`config.mk`:
```
export PLATFORM = sky130hd
export DESIGN_NAME = video_slice_size_search_unit
export DESIGN_NICKNAME = d
export VERILOG_FILES = /design/src/hdl/vss_pkg.sv /design/src/hdl/vss_mul.sv /design/src/hdl/vss_div.sv /design/src/hdl/video_slice_size_search_unit.sv
export SDC_FILE = /design/constraint.sdc
export NUM_CORES = 1
export LEC_CHECK = 0
export BUFFER_PORTS_ARGS = -buffer_cell sky130_fd_sc_hd__clkbuf_2
export CORE_AREA = 2 2 173 175
export DETAILED_ROUTE_END_ITERATION = 8
export DIE_AREA = 0 0 175 177
export HOLD_SLACK_MARGIN = 0.1
export PLACE_DENSITY = 0.87
export SYNTH_ARGS = -nofsm -noshare
export SYNTH_HDL_FRONTEND = slang
export SYNTH_SLANG_ARGS = --single-unit
```
`constraint.sdc`:
```
create_clock -name clock -period 6.49 [get_ports clock]
set_input_delay 1.947 -clock clock [delete_from_list [all_inputs] [get_ports clock]]
set_output_delay 1.947 -clock clock [all_outputs]
set_load 0.1 [all_outputs]
```
`src/hdl/vss_pkg.sv`:
```
`default_nettype none
package vss_pkg;

   localparam int DIM_W  = 14;   // padded dimensions, with room for height growth
   localparam int AREA_W = 27;   // padded_width * padded_height
   localparam int DVS_W  = 17;   // divisor width, holds 2047*64
   localparam int SIZE_W = 11;   // slice size candidates in both phases
   localparam int CSR_AW = 3;
   localparam int CSR_DW = 16;

   localparam logic [DVS_W-1:0] COUNT_DIV = 17'd131008;   // 2047 * 64

   localparam logic [CSR_AW-1:0] CSR_MAX_NORMAL = 3'd0;
   localparam logic [CSR_AW-1:0] CSR_MIN_NORMAL = 3'd1;
   localparam logic [CSR_AW-1:0] CSR_MAX_ALT    = 3'd2;
   localparam logic [CSR_AW-1:0] CSR_MIN_ALT    = 3'd3;
   localparam logic [CSR_AW-1:0] CSR_MAX_SLICES = 3'd4;

   typedef struct packed {
      logic [12:0] frame_width;
      logic [12:0] frame_height;
      logic        profile_select;
   } req_type;

   typedef struct packed {
      logic [9:0]  slice_units;
      logic [12:0] padded_width;
      logic [12:0] padded_height;
      logic        search_status;
   } rsp_type;

   typedef enum logic [4:0] {
      S_IDLE,
      S_P1_MUL,
      S_P1_MULW,
      S_P1_TRY,
      S_P1_DIVW,
      S_P1_CNT,
      S_P1_CNTW,
      S_CHK_MUL,
      S_CHK_MULW,
      S_CHK_CNT,
      S_CHK_CNTW,
      S_P2_MUL,
      S_P2_MULW,
      S_P2_MW,
      S_P2_TRY,
      S_P2_DIVW,
      S_DONE
   } state_type;

endpackage
`default_nettype wire

```
`src/hdl/vss_mul.sv`:
```
`default_nettype none
module vss_mul (
   input  wire                       clock,
   input  wire                       reset,
   input  wire                       start,
   input  wire [vss_pkg::DIM_W-1:0]  op_a,
   input  wire [vss_pkg::DIM_W-1:0]  op_b,
   output logic                      done,
   output logic [vss_pkg::AREA_W-1:0] product
);
   import vss_pkg::*;

   localparam int CNT_W = $clog2(DIM_W);

   logic [AREA_W-1:0] acc_ff, acc_in;
   logic [AREA_W-1:0] mcand_ff, mcand_in;
   logic [DIM_W-1:0]  mplier_ff, mplier_in;
   logic [CNT_W-1:0]  cnt_ff, cnt_in;
   logic              busy_ff, busy_in;
   logic              done_ff, done_in;

   // shift-add, one multiplier bit per cycle
   always_comb begin
      acc_in    = acc_ff;
      mcand_in  = mcand_ff;
      mplier_in = mplier_ff;
      cnt_in    = cnt_ff;
      busy_in   = busy_ff;
      done_in   = 1'b0;
      if (start) begin
         acc_in    = '0;
         mcand_in  = AREA_W'(op_a);
         mplier_in = op_b;
         cnt_in    = CNT_W'(DIM_W - 1);
         busy_in   = 1'b1;
      end else if (busy_ff) begin
         if (mplier_ff[0]) begin
            acc_in = acc_ff + mcand_ff;
         end
         mcand_in  = {mcand_ff[AREA_W-2:0], 1'b0};
         mplier_in = {1'b0, mplier_ff[DIM_W-1:1]};
         cnt_in    = cnt_ff - 1'b1;
         if (cnt_ff == '0) begin
            busy_in = 1'b0;
            done_in = 1'b1;
         end
      end
   end

   always_ff @(posedge clock) begin
      if (reset) begin
         busy_ff <= 1'b0;
         done_ff <= 1'b0;
      end else begin
         busy_ff <= busy_in;
         done_ff <= done_in;
      end
      acc_ff    <= acc_in;
      mcand_ff  <= mcand_in;
      mplier_ff <= mplier_in;
      cnt_ff    <= cnt_in;
   end

   assign done    = done_ff;
   assign product = acc_ff;

endmodule
`default_nettype wire

```
`src/hdl/vss_div.sv`:
```
`default_nettype none
module vss_div (
   input  wire                        clock,
   input  wire                        reset,
   input  wire                        start,
   input  wire [vss_pkg::AREA_W-1:0]  dividend,
   input  wire [vss_pkg::DVS_W-1:0]   divisor,
   output logic                       done,
   output logic [vss_pkg::AREA_W-1:0] quotient,
   output logic [vss_pkg::DVS_W-1:0]  remainder
);
   import vss_pkg::*;

   localparam int CNT_W = $clog2(AREA_W);

   logic [AREA_W-1:0] quo_ff, quo_in;
   logic [DVS_W-1:0]  rem_ff, rem_in;
   logic [DVS_W-1:0]  dvs_ff, dvs_in;
   logic [CNT_W-1:0]  cnt_ff, cnt_in;
   logic              busy_ff, busy_in;
   logic              done_ff, done_in;
   logic [DVS_W:0]    trial;
   logic [DVS_W:0]    diff;

   // restoring division; dividend bits shift out of quo_ff as quotient bits shift in
   always_comb begin
      trial   = {rem_ff, quo_ff[AREA_W-1]};
      diff    = trial - {1'b0, dvs_ff};
      quo_in  = quo_ff;
      rem_in  = rem_ff;
      dvs_in  = dvs_ff;
      cnt_in  = cnt_ff;
      busy_in = busy_ff;
      done_in = 1'b0;
      if (start) begin
         quo_in  = dividend;
         rem_in  = '0;
         dvs_in  = divisor;
         cnt_in  = CNT_W'(AREA_W - 1);
         busy_in = 1'b1;
      end else if (busy_ff) begin
         if (!diff[DVS_W]) begin
            rem_in = diff[DVS_W-1:0];
            quo_in = {quo_ff[AREA_W-2:0], 1'b1};
         end else begin
            rem_in = trial[DVS_W-1:0];
            quo_in = {quo_ff[AREA_W-2:0], 1'b0};
         end
         cnt_in = cnt_ff - 1'b1;
         if (cnt_ff == '0) begin
            busy_in = 1'b0;
            done_in = 1'b1;
         end
      end
   end

   always_ff @(posedge clock) begin
      if (reset) begin
         busy_ff <= 1'b0;
         done_ff <= 1'b0;
      end else begin
         busy_ff <= busy_in;
         done_ff <= done_in;
      end
      quo_ff <= quo_in;
      rem_ff <= rem_in;
      dvs_ff <= dvs_in;
      cnt_ff <= cnt_in;
   end

   assign done      = done_ff;
   assign quotient  = quo_ff;
   assign remainder = rem_ff;

endmodule
`default_nettype wire

```
`src/hdl/video_slice_size_search_unit.sv`:
```
// Channel  | Ports                          | Moves
// request  | req_valid, req_ready, req_data | frame_width, frame_height, profile_select
// response | rsp_valid, rsp_ready, rsp_data | slice_units, padded dims, search_status
// csr      | csr_we, csr_addr, csr_wdata    | register writes, no wait
//
// One request at a time. Each multiply uses a 14-bit shift-add unit, each divide
// or modulo a 27-bit restoring divider; a request costs a few of these per round
// plus one divide per slice size tried, up to 2*RETRY_ROUNDS rounds. A finished
// response sits in an output register while the next request is taken. Reset is
// synchronous and restores the csr defaults.
`default_nettype none
module video_slice_size_search_unit #(
   parameter int MAX_DIMENSION = 4096,
   parameter int RETRY_ROUNDS  = 16
) (
   input  wire                          clock,
   input  wire                          reset,
   input  wire                          req_valid,
   output logic                         req_ready,
   input  vss_pkg::req_type             req_data,
   output logic                         rsp_valid,
   input  wire                          rsp_ready,
   output vss_pkg::rsp_type             rsp_data,
   input  wire                          csr_we,
   input  wire [vss_pkg::CSR_AW-1:0]    csr_addr,
   input  wire [vss_pkg::CSR_DW-1:0]    csr_wdata
);
   import vss_pkg::*;

   localparam int RND_W = (RETRY_ROUNDS > 1) ? $clog2(RETRY_ROUNDS) : 1;
   localparam logic [RND_W-1:0] LAST_RND = RND_W'(RETRY_ROUNDS - 1);

   logic [9:0]  max_n_ff, min_n_ff, max_a_ff, min_a_ff;
   logic [15:0] max_slices_ff;

   state_type         state_ff, state_in;
   logic [DIM_W-1:0]  pw_ff, pw_in, ph_ff, ph_in;
   logic [9:0]        lo_ff, lo_in;
   logic [SIZE_W-1:0] chosen_ff, chosen_in;
   logic [SIZE_W-1:0] s_ff, s_in;
   logic [SIZE_W:0]   lim_ff, lim_in;
   logic [AREA_W-1:0] area_ff, area_in;
   logic [RND_W-1:0]  rnd_ff, rnd_in;
   logic              found_ff, found_in;
   logic              rsp_valid_ff, rsp_valid_in;
   rsp_type           rsp_ff, rsp_in;

   logic              mul_start, mul_done;
   logic [AREA_W-1:0] mul_prod;
   logic              div_start, div_done;
   logic [AREA_W-1:0] div_dvd, div_quo;
   logic [DVS_W-1:0]  div_dvs, div_rem;

   logic [12:0]       w_c, h_c;
   logic [DIM_W-1:0]  pw_new, ph_new;
   logic [9:0]        hi_sel, lo_sel;
   logic [SIZE_W-1:0] s_dn, s_up, m_raw, m_even;
   logic              cnt_over;

   vss_mul u_mul (
      .clock   (clock),
      .reset   (reset),
      .start   (mul_start),
      .op_a    (pw_ff),
      .op_b    (ph_ff),
      .done    (mul_done),
      .product (mul_prod)
   );

   vss_div u_div (
      .clock     (clock),
      .reset     (reset),
      .start     (div_start),
      .dividend  (div_dvd),
      .divisor   (div_dvs),
      .done      (div_done),
      .quotient  (div_quo),
      .remainder (div_rem)
   );

   always_ff @(posedge clock) begin
      if (reset) begin
         max_n_ff      <= 10'd128;
         min_n_ff      <= 10'd2;
         max_a_ff      <= 10'd128;
         min_a_ff      <= 10'd2;
         max_slices_ff <= 16'd2047;
      end else if (csr_we) begin
         case (csr_addr)
            CSR_MAX_NORMAL: max_n_ff      <= csr_wdata[9:0];
            CSR_MIN_NORMAL: min_n_ff      <= csr_wdata[9:0];
            CSR_MAX_ALT:    max_a_ff      <= csr_wdata[9:0];
            CSR_MIN_ALT:    min_a_ff      <= csr_wdata[9:0];
            CSR_MAX_SLICES: max_slices_ff <= csr_wdata[15:0];
            default: ;
         endcase
      end
   end

   always_comb begin
      w_c = ({2'b00, req_data.frame_width} > 15'(MAX_DIMENSION)) ?
            13'(MAX_DIMENSION) : req_data.frame_width;
      h_c = ({2'b00, req_data.frame_height} > 15'(MAX_DIMENSION)) ?
            13'(MAX_DIMENSION) : req_data.frame_height;
      pw_new = ({1'b0, w_c} + 14'd15) & 14'h3FF0;
      ph_new = ({1'b0, h_c} + 14'd7) & 14'h3FF8;
      hi_sel = req_data.profile_select ? max_a_ff : max_n_ff;
      lo_sel = req_data.profile_select ? min_a_ff : min_n_ff;
      s_dn   = s_ff - SIZE_W'(2);
      s_up   = s_ff + SIZE_W'(2);
      m_raw  = div_quo[SIZE_W-1:0];
      m_even = m_raw + SIZE_W'(m_raw[0]);
      cnt_over = div_quo > AREA_W'(max_slices_ff);
   end

   always_comb begin
      state_in     = state_ff;
      pw_in        = pw_ff;
      ph_in        = ph_ff;
      lo_in        = lo_ff;
      chosen_in    = chosen_ff;
      s_in         = s_ff;
      lim_in       = lim_ff;
      area_in      = area_ff;
      rnd_in       = rnd_ff;
      found_in     = found_ff;
      rsp_valid_in = rsp_valid_ff && !rsp_ready;
      rsp_in       = rsp_ff;
      req_ready    = 1'b0;
      mul_start    = 1'b0;
      div_start    = 1'b0;
      div_dvd      = AREA_W'(area_ff >> 7);
      div_dvs      = DVS_W'(s_ff);

      case (state_ff)
         S_IDLE: begin
            req_ready = 1'b1;
            if (req_valid) begin
               pw_in     = pw_new;
               ph_in     = ph_new;
               lo_in     = lo_sel;
               chosen_in = SIZE_W'(hi_sel);
               rnd_in    = '0;
               found_in  = 1'b0;
               state_in  = S_P1_MUL;
            end
         end
         S_P1_MUL: begin
            mul_start = 1'b1;
            state_in  = S_P1_MULW;
         end
         S_P1_MULW: begin
            if (mul_done) begin
               area_in = mul_prod;
               // chosen still holds the profile maximum here
               s_in    = chosen_ff;
               state_in = (chosen_ff >= SIZE_W'(lo_ff)) ? S_P1_TRY : S_P1_CNT;
            end
         end
         S_P1_TRY: begin
            if (s_ff == '0) begin
               state_in = S_P1_CNT;
            end else begin
               div_start = 1'b1;
               state_in  = S_P1_DIVW;
            end
         end
         S_P1_DIVW: begin
            if (div_done) begin
               if (div_rem == '0) begin
                  chosen_in = s_ff;
                  found_in  = 1'b1;
                  state_in  = S_CHK_MUL;
               end else if (s_ff < SIZE_W'(2) || s_dn < SIZE_W'(lo_ff)) begin
                  state_in = S_P1_CNT;
               end else begin
                  s_in     = s_dn;
                  state_in = S_P1_TRY;
               end
            end
         end
         S_P1_CNT: begin
            if (chosen_ff == '0) begin
               state_in = S_CHK_MUL;
            end else begin
               div_start = 1'b1;
               div_dvd   = AREA_W'(area_ff >> 6);
               div_dvs   = DVS_W'(chosen_ff);
               state_in  = S_P1_CNTW;
            end
         end
         S_P1_CNTW: begin
            if (div_done) begin
               if (cnt_over) begin
                  state_in = S_CHK_MUL;
               end else begin
                  ph_in = ph_ff + DIM_W'(8);
                  if (rnd_ff == LAST_RND) begin
                     state_in = S_CHK_MUL;
                  end else begin
                     rnd_in   = rnd_ff + 1'b1;
                     // restore the profile maximum as the first candidate
                     s_in     = chosen_ff;
                     state_in = S_P1_MUL;
                  end
               end
            end
         end
         S_CHK_MUL: begin
            mul_start = 1'b1;
            state_in  = S_CHK_MULW;
         end
         S_CHK_MULW: begin
            if (mul_done) begin
               area_in  = mul_prod;
               state_in = S_CHK_CNT;
            end
         end
         S_CHK_CNT: begin
            rnd_in = '0;
            if (chosen_ff == '0) begin
               state_in = S_P2_MUL;
            end else begin
               div_start = 1'b1;
               div_dvd   = AREA_W'(area_ff >> 6);
               div_dvs   = DVS_W'(chosen_ff);
               state_in  = S_CHK_CNTW;
            end
         end
         S_CHK_CNTW: begin
            if (div_done) begin
               state_in = cnt_over ? S_P2_MUL : S_DONE;
            end
         end
         S_P2_MUL: begin
            found_in  = 1'b0;
            mul_start = 1'b1;
            state_in  = S_P2_MULW;
         end
         S_P2_MULW: begin
            if (mul_done) begin
               area_in   = mul_prod;
               div_start = 1'b1;
               div_dvd   = mul_prod + AREA_W'(COUNT_DIV - 1'b1);
               div_dvs   = COUNT_DIV;
               state_in  = S_P2_MW;
            end
         end
         S_P2_MW: begin
            if (div_done) begin
               s_in   = m_even;
               lim_in = {m_even, 1'b0};
               if ({1'b0, m_even} < {m_even, 1'b0}) begin
                  state_in = S_P2_TRY;
               end else begin
                  ph_in = ph_ff + DIM_W'(8);
                  rnd_in = rnd_ff + 1'b1;
                  state_in = (rnd_ff == LAST_RND) ? S_DONE : S_P2_MUL;
               end
            end
         end
         S_P2_TRY: begin
            div_start = 1'b1;
            state_in  = S_P2_DIVW;
         end
         S_P2_DIVW: begin
            if (div_done) begin
               if (div_rem == '0) begin
                  chosen_in = s_ff;
                  found_in  = 1'b1;
                  state_in  = S_DONE;
               end else if ({1'b0, s_up} < lim_ff) begin
                  s_in     = s_up;
                  state_in = S_P2_TRY;
               end else begin
                  ph_in  = ph_ff + DIM_W'(8);
                  rnd_in = rnd_ff + 1'b1;
                  state_in = (rnd_ff == LAST_RND) ? S_DONE : S_P2_MUL;
               end
            end
         end
         S_DONE: begin
            if (!rsp_valid_ff || rsp_ready) begin
               rsp_valid_in         = 1'b1;
               rsp_in.slice_units   = chosen_ff[9:0];
               rsp_in.padded_width  = pw_ff[12:0];
               rsp_in.padded_height = ph_ff[12:0];
               rsp_in.search_status = !found_ff;
               state_in             = S_IDLE;
            end
         end
         default: state_in = S_IDLE;
      endcase
   end

   always_ff @(posedge clock) begin
      if (reset) begin
         state_ff     <= S_IDLE;
         rsp_valid_ff <= 1'b0;
      end else begin
         state_ff     <= state_in;
         rsp_valid_ff <= rsp_valid_in;
      end
      pw_ff     <= pw_in;
      ph_ff     <= ph_in;
      lo_ff     <= lo_in;
      chosen_ff <= chosen_in;
      s_ff      <= s_in;
      lim_ff    <= lim_in;
      area_ff   <= area_in;
      rnd_ff    <= rnd_in;
      found_ff  <= found_in;
      rsp_ff    <= rsp_in;
   end

   assign rsp_valid = rsp_valid_ff;
   assign rsp_data  = rsp_ff;

endmodule
`default_nettype wire
```
==> flow_summary.ini <==
[power]
sw_frac_of_total = 0.383
peakVddDrop_mv = 0.247
p_clk_frac = 0.240
p_leak_uw = 0.00771
pwr-share-seq = 0.394
p_sw_uw = 3200
p_comb_frac = 0.366
power.internal_uw = 5150
powerDensity_nw_per_um2 = 437

[layout]
drive_gt1_frac = 0.101
seq_area_um2 = 8030
antenna_cells = 0
layout_common_cells = nand2_1 (300), edfxtp_1 (182), nor2_1 (150)
fin_cells = 2299
utilization = 0.653
fin_nets = 2034
layout_commonest_cell = nand2_1
multi_input_area_um2 = 8560
n_fill_cell = 2216
area_delta_synth_final_pct = 10.6

[logic_synthesis]
ys_warn_count = 0
synth_cell_types = 84
synth_top_family_by_area = simple AND/OR/NAND/NOR gates
yosys.area_share.simple = 0.188
yosys.area.top_type = edfxtp_1
syn-cell-area_um2 = 17300
syn_avg_cell_area_um2 = 9.42
synthAdderAreaFrac = 0.0741
synth_compound_area_frac = 0.145
synth-main-ff-cell = edfxtp_1
synth_edf_count = 182
synth_async_sr_flop_share = 0
synth_seq_cells = 310
synth.top_cell.area_share = 0.317
ys_seq_area_frac = 0.465
synth_area_leaders = edfxtp_1 (32%), dfxtp_1 (15%), ha_1 (7.2%), nand2_1 (6.5%), a21oi_1 (3.9%)
synth.area.mux_share = 0.0344
synth_xor_area_frac = 0.0502
syn_inst = 1833

[placed_design]
dpl.cell_count = 2235
pre_cts_ws_ns = 2.45
dp_hpwl_mm = 30.1
gp_congestion = 0.926
port_buffers = 82

[timing]
skew_ns = 0.0289
fin_setup_tns_ns = 0
hold_slack_ns = 0.451
fin_crit_sh = 0.648
maxSlewHeadroom = 0.108
setup_viol = 0
period_minus_slack_ns = 4.21
slew_viol_final = 0
fin_ws_ns = 2.28
worst_pin_slew_ns = 1.33
grt_setup_unrepaired = false
max_freq_mhz = 238
hold_violations = 0

[floorplanning]
core_area_um2 = 29200
start_util = 0.590
dieArea_um2 = 31000
die_h_um = 177
pin_count = 90
rows = 63
fp.dieW_um = 175

[route]
drtIter0Drc = 1525
vias = 14020
viasPerCell = 6.10
wirelength_mm = 43.1
first_pass_iters = 7
route.detailed.drc = 0
ant_nets = 0
avgRoutedWirePerCell_um = 18.7

[global_routing]
grt_pass1_wl_mm = 69.0
grt_pass1_vias = 13567
grt_util_all_layers = 0.275
grt_max_degree = 67
antenna_found_initial = 0
grt-ovfl-total = 0

[run_status]
status = completed

[setup_path]
cp-end-kind = primary output
slowest_delay_ns = 0.51
path_delay_family = simple AND/OR/NAND/NOR gates
cpMaxStageDelayCell = dfxtp_1
cp_cell_sequence = nor2_1 -> nand2_1 -> inv_1 -> clkbuf_2
criticalPathCategory = flop to primary output
worst-path-buf-inv = 2
cp.arrival_ns = 2.26
critPathRequiredTime_ns = 4.54
r2r_cells = 12
cp-start-kind = flop
cp.depth = 4
crit_path_max_fanout = 19

[worst_hold_path]
hold_path_depth = 2
hold_path_class = flop to flop

[clocking]
cts.reportedPaths.clkPinSlew_ns = 0.06
post_cts_buffers = 0
cts_resized = 0
cts_tree = built
cts.sinks = 310
cts-root-buf = clkbuf_16
cts_max_level = 2
cts-buffers-inserted = 35
hold_buffers = 0
clock_latency_ns = 0.53
max-clock-path-buffers = 3

[job]
maxCapViolations = 0
==> routing by layer <==
layer | wire [µm] | GRT usage
met5 | 0 | 0
met4 | 1600 | 0.108
met3 | 2910 | 0.0374
met2 | 21100 | 0.482
met1 | 17400 | 0.346
==> synth_stat cells, types with 4 or more instances <==
cell type / instances
nand2_1: 300
edfxtp_1: 182
nor2_1: 151
a21oi_1: 136
dfxtp_1: 128
ha_1: 99
inv_1: 86
clkbuf_1: 71
o21ai_0: 62
xnor2_1: 58
mux2i_1: 47
nand3_1: 47
xor2_1: 41
nor3_1: 28
and3_1: 26
nand2b_1: 22
and2_1: 20
o21a_1: 19
a21o_1: 18
nand3b_1: 18
nand4_1: 18
nor4_1: 18
a211oi_1: 16
o31ai_1: 14
a31oi_1: 13
nor2b_1: 12
mux2_2: 11
a222oi_1: 10
o22ai_1: 10
o211ai_1: 9
or4_1: 9
or3_1: 8
a221oi_1: 7
a22o_1: 7
buf_2: 7
buf_4: 7
a221o_1: 6
nor3b_1: 6
buf_1: 5
or2_2: 5
o21ai_1: 4
o21bai_1: 4
==> sequential cells by signal, indices dropped and copies added (netlist names), 11 cells and up <==
signal	count
u_div.dvs_ff	12
s_ff	11
u_div.quotient	27
u_div.remainder	17
u_mul.mplier_ff	14
chosen_ff	11
u_mul.product	23
max_slices_ff	16
ph_ff	11
rsp_data	30
area_ff	21
u_mul.mcand_ff	23
==> stage by stage <==
stage | total power, µW | cell area [µm²]
2_1_floorplan | 5430 | 17300
4_1_cts | 8310 | 19100
3_5_place_dp | 6290 | 17900
6_report | 8340 | 19100
3_3_place_gp | 6130 | 17900
5_1_grt | 8840 | 19100
==> cell type report <==
cell class | count | area share
Clock inverter | 15 | 0.00819
Timing Repair Buffer | 97 | 0.0274
Multi-Input combinational cell | 1351 | 0.448
Clock buffer | 49 | 0.0530
Tap cell | 390 | 0.0256
Sequential cell | 310 | 0.420
Inverter | 87 | 0.0171
==> cell families after synthesis <==
family | Yosys count
AND/OR/NAND/NOR | 702
XOR/XNOR | 99
multiplexers | 58
buffers and inverters | 179
adder cells (fa/ha/maj) | 101
flip-flops | 310
AO/OA/AOI/OAI | 383
other | 1
==> power groups by stage <==
| stage | Combinational, µW | Clock, µW | Sequential, µW |
|---|---|---|---|
| final | 3050 | 2010 | 3290 |
| after global routing | 3400 | 2090 | 3340 |
| after CTS | 3030 | 2020 | 3270 |
| after detailed placement | 2990 | 0 | 3310 |
| after global placement | 2850 | 0 | 3280 |
| after floorplan | 2380 | 0 | 3040 |
==> worst paths after layout <==
path | start | to | slack, ns
hold / removal | min_n_ff[9]$_SDFFE_PP0P_ | min_n_ff[9]$_SDFFE_PP0P_ | 0.45
setup reg to reg | u_div.quotient[1]$_DFFE_PP_ | ph_ff[11]$_DFFE_PP_ | 2.39
hold reg to reg | min_n_ff[9]$_SDFFE_PP0P_ | min_n_ff[9]$_SDFFE_PP0P_ | 0.45
setup / recovery | state_ff[2]$_SDFFE_PP0P_ | req_ready | 2.28
==> worst reg2reg max path, stage by stage (launching register included) <==
cell and delay (ns):
edfxtp_1 0.47, ha_1 0.28, and3_1 0.20, nand2_1 0.07, xnor2_1 0.26, inv_1 0.11
ha_1 0.31, o21ai_0 0.08, a211o_1 0.32, a311oi_1 0.36, or3_1 0.17, o211ai_1 0.15
a21oi_1 0.89
(Power assumes the default switching activity.)
